<file path="config.mk">
export PLATFORM = sky130hd
export DESIGN_NAME = quadtree_expression_decoder
export DESIGN_NICKNAME = d
export VERILOG_FILES = /design/src/sv/qtd_pkg.sv /design/src/sv/qtd_ctrl.sv /design/src/sv/qtd_dp.sv /design/src/sv/quadtree_expression_decoder.sv
export SDC_FILE = /design/constraint.sdc
export NUM_CORES = 1
export LEC_CHECK = 0
export BUFFER_PORTS_ARGS = -buffer_cell sky130_fd_sc_hd__buf_2
export CORE_MARGIN = 10
export CORE_UTILIZATION = 45
export CTS_BUF_LIST = sky130_fd_sc_hd__clkbuf_8 sky130_fd_sc_hd__clkbuf_16
export DETAILED_ROUTE_END_ITERATION = 10
export PLACE_DENSITY = 0.65
export SKIP_CTS_REPAIR_TIMING = 1
export SYNTH_ARGS = -nofsm -noshare
export SYNTH_HDL_FRONTEND = slang
export SYNTH_SLANG_ARGS = --single-unit
</file>
<file path="constraint.sdc">
create_clock -name clk -period 5.86 [get_ports clk]
set_input_delay 0.586 -clock clk [delete_from_list [all_inputs] [get_ports clk]]
set_output_delay 0.586 -clock clk [all_outputs]
set_load 0.05 [all_outputs]
</file>
<file path="src/sv/qtd_pkg.sv">
`timescale 1ns / 1ps
package qtd_pkg;

  // expression bytes
  localparam logic [7:0] SYM_END   = 8'h00;
  localparam logic [7:0] SYM_BLACK = 8'h31;
  localparam logic [7:0] SYM_SPLIT = 8'h32;

  localparam int MAX_LOG2      = 10;
  localparam int MAX_DEPTH_DEF = 16;

  localparam int SYM_W   = 8;
  localparam int LOG2_W  = 4;
  localparam int COORD_W = 10;
  localparam int SIDE_W  = 11;
  localparam int PIX_W   = 21;

  localparam logic [LOG2_W-1:0] LOG2_RESET = 4'd3;

  // register indexes
  localparam logic REG_IMAGE_LOG2 = 1'b0;

  // controller -> datapath
  typedef struct packed {
    logic latch;   // capture the incoming item
    logic commit;  // update state, load the result register if needed
  } dp_cmd_t;

  // datapath -> controller
  typedef struct packed {
    logic has_result;
  } dp_sts_t;

endpackage

</file>
<file path="src/sv/qtd_ctrl.sv">
`timescale 1ns / 1ps
module qtd_ctrl (
  input  logic             clk,
  input  logic             rst_n,
  input  logic             in_valid,
  output logic             in_stall,
  output logic             out_valid,
  input  logic             out_stall,
  output qtd_pkg::dp_cmd_t cmd,
  input  qtd_pkg::dp_sts_t sts
);

  typedef enum logic {ST_IDLE, ST_EXEC} state_t;

  state_t state_r;
  logic   out_valid_r;
  logic   out_free;

  assign out_free   = !out_valid_r || !out_stall;
  assign in_stall   = (state_r != ST_IDLE);
  assign out_valid  = out_valid_r;
  assign cmd.latch  = (state_r == ST_IDLE) && in_valid;
  assign cmd.commit = (state_r == ST_EXEC) && (!sts.has_result || out_free);

  always_ff @(posedge clk) begin
    if (!rst_n) begin
      state_r     <= ST_IDLE;
      out_valid_r <= 1'b0;
    end else begin
      if (out_valid_r && !out_stall) begin
        out_valid_r <= 1'b0;
      end
      case (state_r)
        ST_IDLE: begin
          if (in_valid) begin
            state_r <= ST_EXEC;
          end
        end
        ST_EXEC: begin
          if (cmd.commit) begin
            state_r <= ST_IDLE;
            if (sts.has_result) begin
              out_valid_r <= 1'b1;
            end
          end
        end
        default: begin
          state_r <= ST_IDLE;
        end
      endcase
    end
  end

`ifndef ASSERT_OFF
  a_rise_from_commit: assert property (@(posedge clk) disable iff (!rst_n)
    $rose(out_valid_r) |-> $past(cmd.commit && sts.has_result))
    else $error("result shown without a commit");

  a_no_overwrite: assert property (@(posedge clk) disable iff (!rst_n)
    (cmd.commit && sts.has_result) |-> (!out_valid_r || !out_stall))
    else $error("result register overwritten while stalled");

  a_latch_exec: assert property (@(posedge clk) disable iff (!rst_n)
    cmd.latch |=> (state_r == ST_EXEC))
    else $error("accepted item not executed");

  a_one_in_flight: assert property (@(posedge clk) disable iff (!rst_n)
    (state_r == ST_EXEC) |-> !cmd.latch)
    else $error("item taken while another is in flight");
`endif

endmodule

</file>
<file path="src/sv/qtd_dp.sv">
`timescale 1ns / 1ps
module qtd_dp #(
  parameter int MAX_DEPTH = qtd_pkg::MAX_DEPTH_DEF
) (
  input  logic                         clk,
  input  logic                         rst_n,
  input  qtd_pkg::dp_cmd_t             cmd,
  output qtd_pkg::dp_sts_t             sts,
  input  logic [qtd_pkg::SYM_W-1:0]    in_symbol,
  input  logic                         in_first,
  input  logic                         cfg_we,
  input  logic [qtd_pkg::LOG2_W-1:0]   cfg_wdata,
  output logic [qtd_pkg::LOG2_W-1:0]   image_log2,
  output logic [qtd_pkg::COORD_W-1:0]  out_square_x,
  output logic [qtd_pkg::COORD_W-1:0]  out_square_y,
  output logic [qtd_pkg::SIDE_W-1:0]   out_square_side,
  output logic                         out_is_black,
  output logic                         out_done_res,
  output logic [qtd_pkg::PIX_W-1:0]    out_black_pixels,
  output logic                         out_overflow
);

  localparam int LVL_W = $clog2(MAX_DEPTH + 1);
  localparam int IDX_W = $clog2(MAX_DEPTH);

  logic [1:0]                      stack_r [MAX_DEPTH];
  logic [LVL_W-1:0]                level_r, level_nxt, eff_level;
  logic                            finished_r, finished_nxt;
  logic [qtd_pkg::PIX_W-1:0]       total_r, total_nxt, eff_total, area;
  logic [qtd_pkg::LOG2_W-1:0]      log2_r, lg, sh;
  logic [qtd_pkg::SYM_W-1:0]       sym_r;
  logic                            first_r;

  logic [qtd_pkg::COORD_W-1:0]     sq_x, sq_y, x_r, y_r;
  logic [qtd_pkg::SIDE_W-1:0]      side, side_r;
  logic                            black_r, done_r, ovf_r;
  logic [qtd_pkg::PIX_W-1:0]       pix_r;

  logic                            skip, leaf_black, found;
  logic [IDX_W-1:0]                top;
  logic                            push, inc;
  logic                            res_valid, res_black, res_done, res_ovf;

  assign image_log2 = log2_r;
  assign lg = (int'(log2_r) > qtd_pkg::MAX_LOG2) ?
              qtd_pkg::LOG2_W'(qtd_pkg::MAX_LOG2) : log2_r;

  assign skip      = !first_r && finished_r;
  assign eff_level = first_r ? '0 : level_r;
  assign eff_total = first_r ? '0 : total_r;

  // side and area of the current square; side is zero once below one pixel
  assign sh         = qtd_pkg::LOG2_W'(int'(lg) - int'(eff_level));
  assign side       = (int'(eff_level) > int'(lg)) ? '0 : (qtd_pkg::SIDE_W'(1) << sh);
  assign area       = qtd_pkg::PIX_W'(1) << {sh, 1'b0};
  assign leaf_black = (sym_r == qtd_pkg::SYM_BLACK) && (side != '0);

  // corner: level i sets coordinate bit lg-1-i
  always_comb begin
    sq_x = '0;
    sq_y = '0;
    for (int b = 0; b < qtd_pkg::COORD_W; b++) begin
      for (int i = 0; i < MAX_DEPTH; i++) begin
        if ((int'(lg) == b + i + 1) && (i < int'(eff_level))) begin
          sq_x[b] = stack_r[i][1];
          sq_y[b] = stack_r[i][0];
        end
      end
    end
  end

  // deepest open level with a sibling left
  always_comb begin
    found = 1'b0;
    top   = '0;
    for (int i = 0; i < MAX_DEPTH; i++) begin
      if ((i < int'(eff_level)) && (stack_r[i] != 2'd3)) begin
        found = 1'b1;
        top   = IDX_W'(i);
      end
    end
  end

  always_comb begin
    level_nxt    = level_r;
    finished_nxt = finished_r;
    total_nxt    = total_r;
    push         = 1'b0;
    inc          = 1'b0;
    res_valid    = 1'b0;
    res_black    = 1'b0;
    res_done     = 1'b0;
    res_ovf      = 1'b0;
    if (!skip) begin
      level_nxt    = eff_level;
      finished_nxt = 1'b0;
      total_nxt    = eff_total;
      if (sym_r == qtd_pkg::SYM_END) begin
        finished_nxt = 1'b1;
        res_valid    = 1'b1;
        res_done     = 1'b1;
      end else if (sym_r == qtd_pkg::SYM_SPLIT) begin
        if (int'(eff_level) >= MAX_DEPTH) begin
          finished_nxt = 1'b1;
          res_valid    = 1'b1;
          res_done     = 1'b1;
          res_ovf      = 1'b1;
        end else begin
          push      = 1'b1;
          level_nxt = eff_level + LVL_W'(1);
        end
      end else begin
        if (leaf_black) begin
          total_nxt = eff_total + area;
          res_black = 1'b1;
        end
        if (found) begin
          inc       = 1'b1;
          level_nxt = LVL_W'(top) + LVL_W'(1);
        end else begin
          level_nxt    = '0;
          finished_nxt = 1'b1;
          res_done     = 1'b1;
        end
        res_valid = res_black || !found;
      end
    end
  end

  assign sts.has_result = res_valid;

  always_ff @(posedge clk) begin
    if (!rst_n) begin
      for (int i = 0; i < MAX_DEPTH; i++) begin
        stack_r[i] <= '0;
      end
      level_r    <= '0;
      finished_r <= 1'b1;
      total_r    <= '0;
      log2_r     <= qtd_pkg::LOG2_RESET;
    end else begin
      if (cfg_we) begin
        log2_r <= cfg_wdata;
      end
      if (cmd.commit) begin
        level_r    <= level_nxt;
        finished_r <= finished_nxt;
        total_r    <= total_nxt;
        if (push) begin
          stack_r[eff_level[IDX_W-1:0]] <= 2'd0;
        end
        if (inc) begin
          stack_r[top] <= stack_r[top] + 2'd1;
        end
      end
    end
  end

  // item capture and result register
  always_ff @(posedge clk) begin
    if (cmd.latch) begin
      sym_r   <= in_symbol;
      first_r <= in_first;
    end
    if (cmd.commit && res_valid) begin
      x_r     <= res_black ? sq_x : '0;
      y_r     <= res_black ? sq_y : '0;
      side_r  <= res_black ? side : '0;
      black_r <= res_black;
      done_r  <= res_done;
      ovf_r   <= res_ovf;
      pix_r   <= total_nxt;
    end
  end

  assign out_square_x     = x_r;
  assign out_square_y     = y_r;
  assign out_square_side  = side_r;
  assign out_is_black     = black_r;
  assign out_done_res     = done_r;
  assign out_black_pixels = pix_r;
  assign out_overflow     = ovf_r;

endmodule

</file>
<file path="src/sv/quadtree_expression_decoder.sv">
`timescale 1ns / 1ps
// Quadtree expression decoder: one expression byte per item, black squares out.
// An accepted item is captured, then decoded and unwound in the exec state, where
// the result register loads if it gives a result; no new item is taken until then,
// and exec waits only while the result register is full and the output is stalled.
// Reset (rst_n, synchronous, active low): stack, level and pixel count cleared,
// block waiting for a first item, image_log2 back to 3.
module quadtree_expression_decoder #(
  parameter int MAX_DEPTH = qtd_pkg::MAX_DEPTH_DEF
) (
  input  logic                         clk,
  input  logic                         rst_n,
  // input items
  input  logic                         in_valid,
  output logic                         in_stall,
  input  logic [qtd_pkg::SYM_W-1:0]    in_symbol,
  input  logic                         in_first,
  // result items
  output logic                         out_valid,
  input  logic                         out_stall,
  output logic [qtd_pkg::COORD_W-1:0]  out_square_x,
  output logic [qtd_pkg::COORD_W-1:0]  out_square_y,
  output logic [qtd_pkg::SIDE_W-1:0]   out_square_side,
  output logic                         out_is_black,
  output logic                         out_done_res,
  output logic [qtd_pkg::PIX_W-1:0]    out_black_pixels,
  output logic                         out_overflow,
  // register port
  input  logic                         psel,
  input  logic                         penable,
  input  logic                         pwrite,
  input  logic [2:0]                   paddr,
  input  logic [31:0]                  pwdata,
  output logic [31:0]                  prdata,
  output logic                         pready
);

  qtd_pkg::dp_cmd_t            cmd;
  qtd_pkg::dp_sts_t            sts;
  logic                        cfg_we;
  logic [qtd_pkg::LOG2_W-1:0]  image_log2;

  // Register map: image_log2 at byte address 0; paddr[2] picks the register,
  // writes elsewhere are dropped and read back as zero.
  assign pready = 1'b1;
  assign cfg_we = psel && penable && pwrite && (paddr[2] == qtd_pkg::REG_IMAGE_LOG2);
  assign prdata = (paddr[2] == qtd_pkg::REG_IMAGE_LOG2) ? 32'(image_log2) : '0;

  // Sequencer: idle -> exec, waits in exec only while a result cannot be stored.
  qtd_ctrl u_ctrl (
    .clk       (clk),
    .rst_n     (rst_n),
    .in_valid  (in_valid),
    .in_stall  (in_stall),
    .out_valid (out_valid),
    .out_stall (out_stall),
    .cmd       (cmd),
    .sts       (sts)
  );

  // Child stack, level, pixel count, corner/side logic and the result register.
  qtd_dp #(
    .MAX_DEPTH (MAX_DEPTH)
  ) u_dp (
    .clk              (clk),
    .rst_n            (rst_n),
    .cmd              (cmd),
    .sts              (sts),
    .in_symbol        (in_symbol),
    .in_first         (in_first),
    .cfg_we           (cfg_we),
    .cfg_wdata        (pwdata[qtd_pkg::LOG2_W-1:0]),
    .image_log2       (image_log2),
    .out_square_x     (out_square_x),
    .out_square_y     (out_square_y),
    .out_square_side  (out_square_side),
    .out_is_black     (out_is_black),
    .out_done_res     (out_done_res),
    .out_black_pixels (out_black_pixels),
    .out_overflow     (out_overflow)
  );

endmodule
</file>
==> qor.yml, run 1 <==
status:
  status: "finished, final reports clean"
yosys:
  synthMostInstantiatedCell: "nor2_1"
  synth.lib_cells_used.distinct: 89
  area_share_of_the_largest_cell_type_after_synthesis_pct: 33.40
  post_synth_instance_area_um2: 8631
  synth_top_cell_by_area: "edfxtp_1"
  asyncSetResetFlopFracSynth_pct: 0
  synth.avg_cell_area_um2: 9.095
  synth_common_cells: "nor2_1 (129), nand2_1 (113), edfxtp_1 (96), buf_4 (36), a21oi_1 (34)"
  count_of_warnings_emitted_by_yosys: 0
  number_of_synthesized_flops_with_an_enable_pin: 96
  yosys_most_used_dff: "edfxtp_1"
  synthesis.instances: 949
  postSynthRegisterBits: 129
  ys_seq_area_share_pct: 41.06
  biggest_area_contributors_in_the_synthesized_netlist: "edfxtp_1 (33%), dfxtp_1 (7.7%), nor2_1 (5.6%)"
setup_path:
  criticalPathCategory: "flip-flop to flip-flop"
  critical-path-top-delay-family: "compound AO/OA/AOI/OAI gates"
  path_buf_inv: 1
  crit_required_ns: 6.15
  crit_chain: "o21ai_0 > nand2_1 > ha_1 > inv_1 > ha_1 > a211oi_1 > or2_2 > nand2_1 > nor2_1 > ha_1 > ha_1 > a21oi_1 > o21ai_0 > a31o_2 > a21oi_1 > o21ai_0 > a211o_1 > a31oi_1 > o21ai_0 > a22oi_1 > nor2_1"
  worst_ep_arrival_time_ns: 5.37
  crit_path_start_kind: "flip-flop"
  crit_path_max_incr_delay_ns: 0.51
  worstPathMaxFanout: 14
  critical_path.slowest_cell: "o21ai_0"
  worst_setup_path_end_kind: "flip-flop"
placed_design:
  port_buffers: 81
  post-dp-hpwl_mm: 16.80
  place.gp.congestion: 0.9305
  place_ws_ns: 0.8538
  dpl_cell_area_um2: 9032
drt:
  drt-initial-drc-count: 649
  detailedRoute.firstPassIterationCount: 7
  totalWireLength_mm: 23.32
  postRouteAntennaNets: 0
  viasPerCell: 5.914
  vias: 7416
  final_routed_wire_length_divided_by_cell_count_um: 18.59
  post_route_drc_violation_count: 0
power_and_ir_drop:
  power.net_switching_mw: 0.8144
  p_int_mw: 1.834
  p_sw_share_pct: 30.75
  p_per_area_nw_per_um2: 274.5
  leakage_nw: 3.512
  clock_power_share_pct: 42.0
  share_comb_of_total_power_pct: 18.3
  ir_worst_vdd_uv: 200.2
  portion_of_total_power_attributed_to_sequential_cells_pct: 39.6
sta:
  rsz0062_at_grt: "no"
  fin_crit_sh_pct: 86.79
  max_slew_margin_pct: 28.61
  setup_viol: 0
  finalHoldViolCount: 0
  maxClockFrequency_ghz: 0.1966
  final.setup.worst_slack_ns: 0.7743
  worst_max_slew_pin_slew_ns: 1.061
  slew_violations: 0
  clock-skew-final_ns: 0.008314
  post-route-min-period_ns: 5.086
  fin_setup_tns_ns: 0
global_route:
  antenna_found_initial: 0
  grt.overflow.total: 0
  grt_pass1_vias: 7022
  grt_first_pass_wirelength_mm: 37.03
  grt.total_usage_pct: 18.53
  grt_max_degree: 57
cts:
  worst_setup_hold_path_clk_slew_ns: 0.06
  root_buffer: "clkbuf_16"
  insertion_delay_ns: 0.43
  tritoncts_num_sinks: 129
  tritoncts.num_buffers: 17
  level_count_of_the_clock_h_tree: 4
  clock_path_buffers: 2
  cts_tree: "yes"
die:
  chipHeight_um: 158.5
  starting_utilization_of_the_core_area_pct: 45.99
  std_cell_rows: 50
  die_width_um: 158.5
  ioPinCount: 141
  dieArea_um2: 25120
  core_area_um2: 18770
finish:
  antenna_cells_inserted: 0
  design_area_um2: 9648
  post_route_core_utilization_pct: 51.41
  fillerInstances: 1762
  final_layout_size_suffix_gt1_share_pct: 17.65
  flow.area_growth_from_synthesis_pct: 11.79
  design.final.nets: 1077
flow_run:
  max-cap-violations: 0
min_path:
  worst_hold_path_type: "input pin to flip-flop"
-- area by class of cell --
type / instances / area, um2 / share of cell area, %
inverters: 20 / 75.07 / 0.7781
flip-flops and latches: 129 / 3543 / 36.73
clock inverters: 14 / 165.2 / 1.712
well taps: 234 / 292.8 / 3.035
clock buffers: 18 / 450.4 / 4.669
multi-input cells: 747 / 4633 / 48.02
repair buffers: 92 / 488.0 / 5.058
-- power groups by stage --
stage,sequential (mW),clock (mW),combinational [mW]
global placement,1.07,0,0.478
detailed placement,1.07,0,0.480
global route,1.05,1.17,0.521
CTS,1.05,1.13,0.482
floorplan,1.10,0,0.364
finish,1.05,1.11,0.486
-- registers in the layout, indices dropped and copies added, names as in the netlist, 4 cells and up --
name / flops
u_dp.stack_r: 32
u_dp.out_black_pixels: 21
u_dp.total_r: 21
u_dp.out_square_side: 11
u_dp.out_square_x: 10
u_dp.out_square_y: 10
u_dp.sym_r: 8
u_dp.level_r: 5
u_dp.image_log2: 4
-- metal layers --
layer	global-route usage (%)	share of wire [%]
met4	5.955	2.1
met1	24.38	44
met2	29.49	45
met5	0	0
met3	4.263	8.1
-- worst paths after layout --
| kind | from | end | slack, ns | cells past startpoint |
|---|---|---|---|---|
| min | in_symbol[2] | u_dp.sym_r[2] | 0.33 | 1 |
| max | u_dp.image_log2[1] | u_dp.total_r[20] | 0.77 | 21 |
| min reg2reg | u_dp.total_r[0] | u_dp.total_r[0] | 0.47 | 2 |
| max reg2reg | u_dp.image_log2[1] | u_dp.total_r[20] | 0.77 | 21 |
-- cells by family after synthesis --
logic type               count (synthesis)  share of synthesized area, %
AND/OR/NAND/NOR                        418                         23.18
XOR/XNOR                                20                         2.030
multiplexers                            29                         3.436
adder cells (fa/ha/maj)                 19                         2.754
AO/OA/AOI/OAI                          232                         20.93
flip-flops                             129                         41.06
other                                    2                       0.08701
buffers and inverters                  100                         6.524
-- per-stage QoR --
stage / power (mW) / hold WS (ns) / cells
after floorplan: 1.467 / 0.4318 / 976
after global placement: 1.544 / 0.4375 / 1222
after detailed placement: 1.547 / 0.4467 / 1222
after CTS: 2.658 / 0.3179 / 1254
after global routing: 2.740 / 0.3226 / 1254
final: 2.648 / 0.3291 / 1254
-- cells in the final DEF, fill, tap and decap left out, types with 15 or more instances in the layout --
master	synthesis	final
a21oi_1	34	34
a22oi_1	16	16
a31oi_1	15	15
and2_1	23	23
buf_2	12	81
clkbuf_16	0	18
conb_1	2	29
dfxtp_1	33	33
edfxtp_1	96	96
ha_1	19	19
inv_1	15	15
mux2i_1	24	24
nand2_1	113	113
nand3_1	23	23
nor2_1	129	128
nor2b_1	33	33
nor3_1	20	20
o21ai_0	33	33
Power figures use the tool's default switching activity.
==> run 2: changes to the inputs <==
--- a/config.mk
+++ b/config.mk
@@ -10,7 +10,7 @@
 export CORE_UTILIZATION = 45
 export CTS_BUF_LIST = sky130_fd_sc_hd__clkbuf_8 sky130_fd_sc_hd__clkbuf_16
 export DETAILED_ROUTE_END_ITERATION = 10
-export PLACE_DENSITY = 0.65
+export PLACE_DENSITY = 0.78
 export SKIP_CTS_REPAIR_TIMING = 1
 export SYNTH_ARGS = -nofsm -noshare
 export SYNTH_HDL_FRONTEND = slang
==> qor.yml, run 2 (synthesis gave the netlist of run 1 again) <==
die:
  ioPinCount: 141  # unchanged
  starting_utilization_of_the_core_area_pct: 45.99  # unchanged
  die_width_um: 158.5  # unchanged
  dieArea_um2: 25120  # unchanged
  core_area_um2: 18770  # unchanged
  std_cell_rows: 50  # unchanged
  chipHeight_um: 158.5  # unchanged
sta:
  fin_crit_sh_pct: 88.08  # was 86.79%
  slew_violations: 0  # unchanged
  maxClockFrequency_ghz: 0.1937  # was 0.1966 GHz
  rsz0062_at_grt: "no"  # unchanged
  final.setup.worst_slack_ns: 0.6987  # was 0.7743 ns
  finalHoldViolCount: 0  # unchanged
  clock-skew-final_ns: 0.01224  # was 0.008314 ns
  post-route-min-period_ns: 5.161  # was 5.086 ns
  worst_max_slew_pin_slew_ns: 1.194  # was 1.061 ns
  fin_setup_tns_ns: 0  # unchanged
  setup_viol: 0  # unchanged
  max_slew_margin_pct: 19.76  # was 28.61%
flow_run:
  max-cap-violations: 0  # unchanged
finish:
  final_layout_size_suffix_gt1_share_pct: 17.47  # was 17.65%
  most_frequent_standard_cell_in_the_layout_excluding_fill_and_tap_cells: "nor2_1"  # unchanged
  design.final.nets: 1076  # was 1077
  flow.area_growth_from_synthesis_pct: 11.39  # was 11.79%
  largest_register: "u_dp.stack_r"  # unchanged
  commonest_cells_after_routing_fill_and_taps_aside: "nor2_1 (128), nand2_1 (113), edfxtp_1 (96)"  # unchanged
  post_route_core_utilization_pct: 51.23  # was 51.41%
  antenna_cells_inserted: 0  # unchanged
  largest_register_ff_count: 32  # unchanged
cts:
  tritoncts.num_buffers: 17  # unchanged
  worst_setup_hold_path_clk_slew_ns: 0.06  # about the same
  clock_path_buffers: 2  # unchanged
  level_count_of_the_clock_h_tree: 4  # unchanged
  insertion_delay_ns: 0.43  # about the same
  tritoncts_num_sinks: 129  # unchanged
  root_buffer: "clkbuf_16"  # unchanged
  cts_tree: "yes"  # unchanged
status:
  status: "finished, final reports clean"  # unchanged
power_and_ir_drop:
  p_int_mw: 1.794  # was 1.834 mW
  leakage_nw: 3.499  # was 3.512 nW
  power.net_switching_mw: 0.7711  # was 0.8144 mW
  portion_of_total_power_attributed_to_sequential_cells_pct: 40.9  # was 39.6%
  share_comb_of_total_power_pct: 19.0  # was 18.3%
  ir_worst_vdd_uv: 220.0  # was 200.2 uV
  p_per_area_nw_per_um2: 266.8  # was 274.5 nW/um2
  clock_power_share_pct: 40.1  # was 42.0%
  p_sw_share_pct: 30.06  # was 30.75%
drt:
  final_routed_wire_length_divided_by_cell_count_um: 18.46  # was 18.59 um
  vias: 7453  # was 7416
  totalWireLength_mm: 23.13  # was 23.32 mm
  detailedRoute.firstPassIterationCount: 5  # was 7
  drt-initial-drc-count: 754  # was 649
  postRouteAntennaNets: 0  # unchanged
  post_route_drc_violation_count: 0  # unchanged
  viasPerCell: 5.948  # was 5.914
setup_path:
  criticalPathCategory: "flip-flop to flip-flop"  # unchanged
  crit_required_ns: 6.14  # was 6.15 ns
  worst_ep_arrival_time_ns: 5.44  # was 5.37 ns
  crit_path_start_kind: "flip-flop"  # unchanged
  worstPathMaxFanout: 14  # unchanged
  worst_setup_path_end_kind: "flip-flop"  # unchanged
global_route:
  antenna_found_initial: 0  # unchanged
  grt_first_pass_wirelength_mm: 36.49  # was 37.03 mm
  grt.total_usage_pct: 18.16  # was 18.53%
  grt_max_degree: 56  # was 57
  grt.overflow.total: 0  # unchanged
  grt_pass1_vias: 7189  # was 7022
placed_design:
  post-dp-hpwl_mm: 16.75  # was 16.80 mm
  place.gp.congestion: 0.9516  # was 0.9305
  port_buffers: 81  # unchanged
  place_ws_ns: 0.8123  # was 0.8538 ns
min_path:
  worst_hold_path_type: "input pin to flip-flop"  # unchanged
[run 2: cell count changes in the layout (fill, tap and decap cells not counted)]
cell	before	now
inv_4	3	1
inv_1	15	16
inv_6	5	2
clkinv_4	1	4
clkbuf_16	18	19
buf_4	11	10
clkinv_2	0	2
inv_8	3	0
bufinv_16	2	0
clkbuf_8	0	3
[run 2: layout make-up]
type	count	area, um2
fill	1707	9154
multi-input combinational	747	4633
sequential	129	3543
clock buffer	22	516.7
timing repair buffer	91	480.5
tap	234	292.8
inverter	20	75.07
clock inverter	10	72.57
[run 2: metal layers]
layer	up-vias	track usage, %	wire [um]
li1	3559	-	-
met1	3485	23.01	9987
met2	371	29.75	10710
met3	38	4.236	1940
met4	0	6.220	493
met5	-	0	0
[run 2: worst paths after layout]
path	start	end	slack, ns	cells past startpoint
min reg2reg	u_dp.total_r[11]	u_dp.total_r[11]	0.45	2
max	u_dp.image_log2[1]	u_dp.total_r[20]	0.70	21
min	in_symbol[1]	u_dp.sym_r[1]	0.33	1
max reg2reg	u_dp.image_log2[1]	u_dp.total_r[20]	0.70	21
[run 2: critical path: stages (launching register included)]
cell      delay (ns)
dfxtp_1         0.44
o21ai_0         0.51
nand2_1         0.31
ha_1            0.29
inv_1           0.07
ha_1            0.22
a211oi_1        0.09
or2_2           0.34
nand2_1         0.15
nor2_1          0.07
ha_1            0.22
ha_1            0.20
a21oi_1         0.23
o21ai_0         0.18
a31o_2          0.24
a21oi_1         0.26
o21ai_0         0.22
a211o_1         0.33
a31oi_1         0.30
o21ai_0         0.13
a22oi_1         0.16
nor2_1          0.05
[run 2: metrics by stage]
stage / hold WS [ns] / cell area, um2 / std cells / power [mW]
6_report: 0.3321 / 9614 / 1253 / 2.565
5_1_grt: 0.3180 / 9614 / 1253 / 2.668
4_1_cts: 0.3193 / 9614 / 1253 / 2.578
3_5_place_dp: 0.4460 / 9025 / 1221 / 1.546
3_3_place_gp: 0.4384 / 9025 / 1221 / 1.541
2_1_floorplan: 0.4318 / 8732 / 976 / 1.467
[run 2: power groups by stage]
stage	Combinational, mW	Sequential (mW)	Clock [mW]
3_5_place_dp	0.480	1.07	0
2_1_floorplan	0.364	1.10	0
4_1_cts	0.482	1.05	1.05
3_3_place_gp	0.476	1.07	0
6_report	0.487	1.05	1.03
5_1_grt	0.522	1.05	1.09
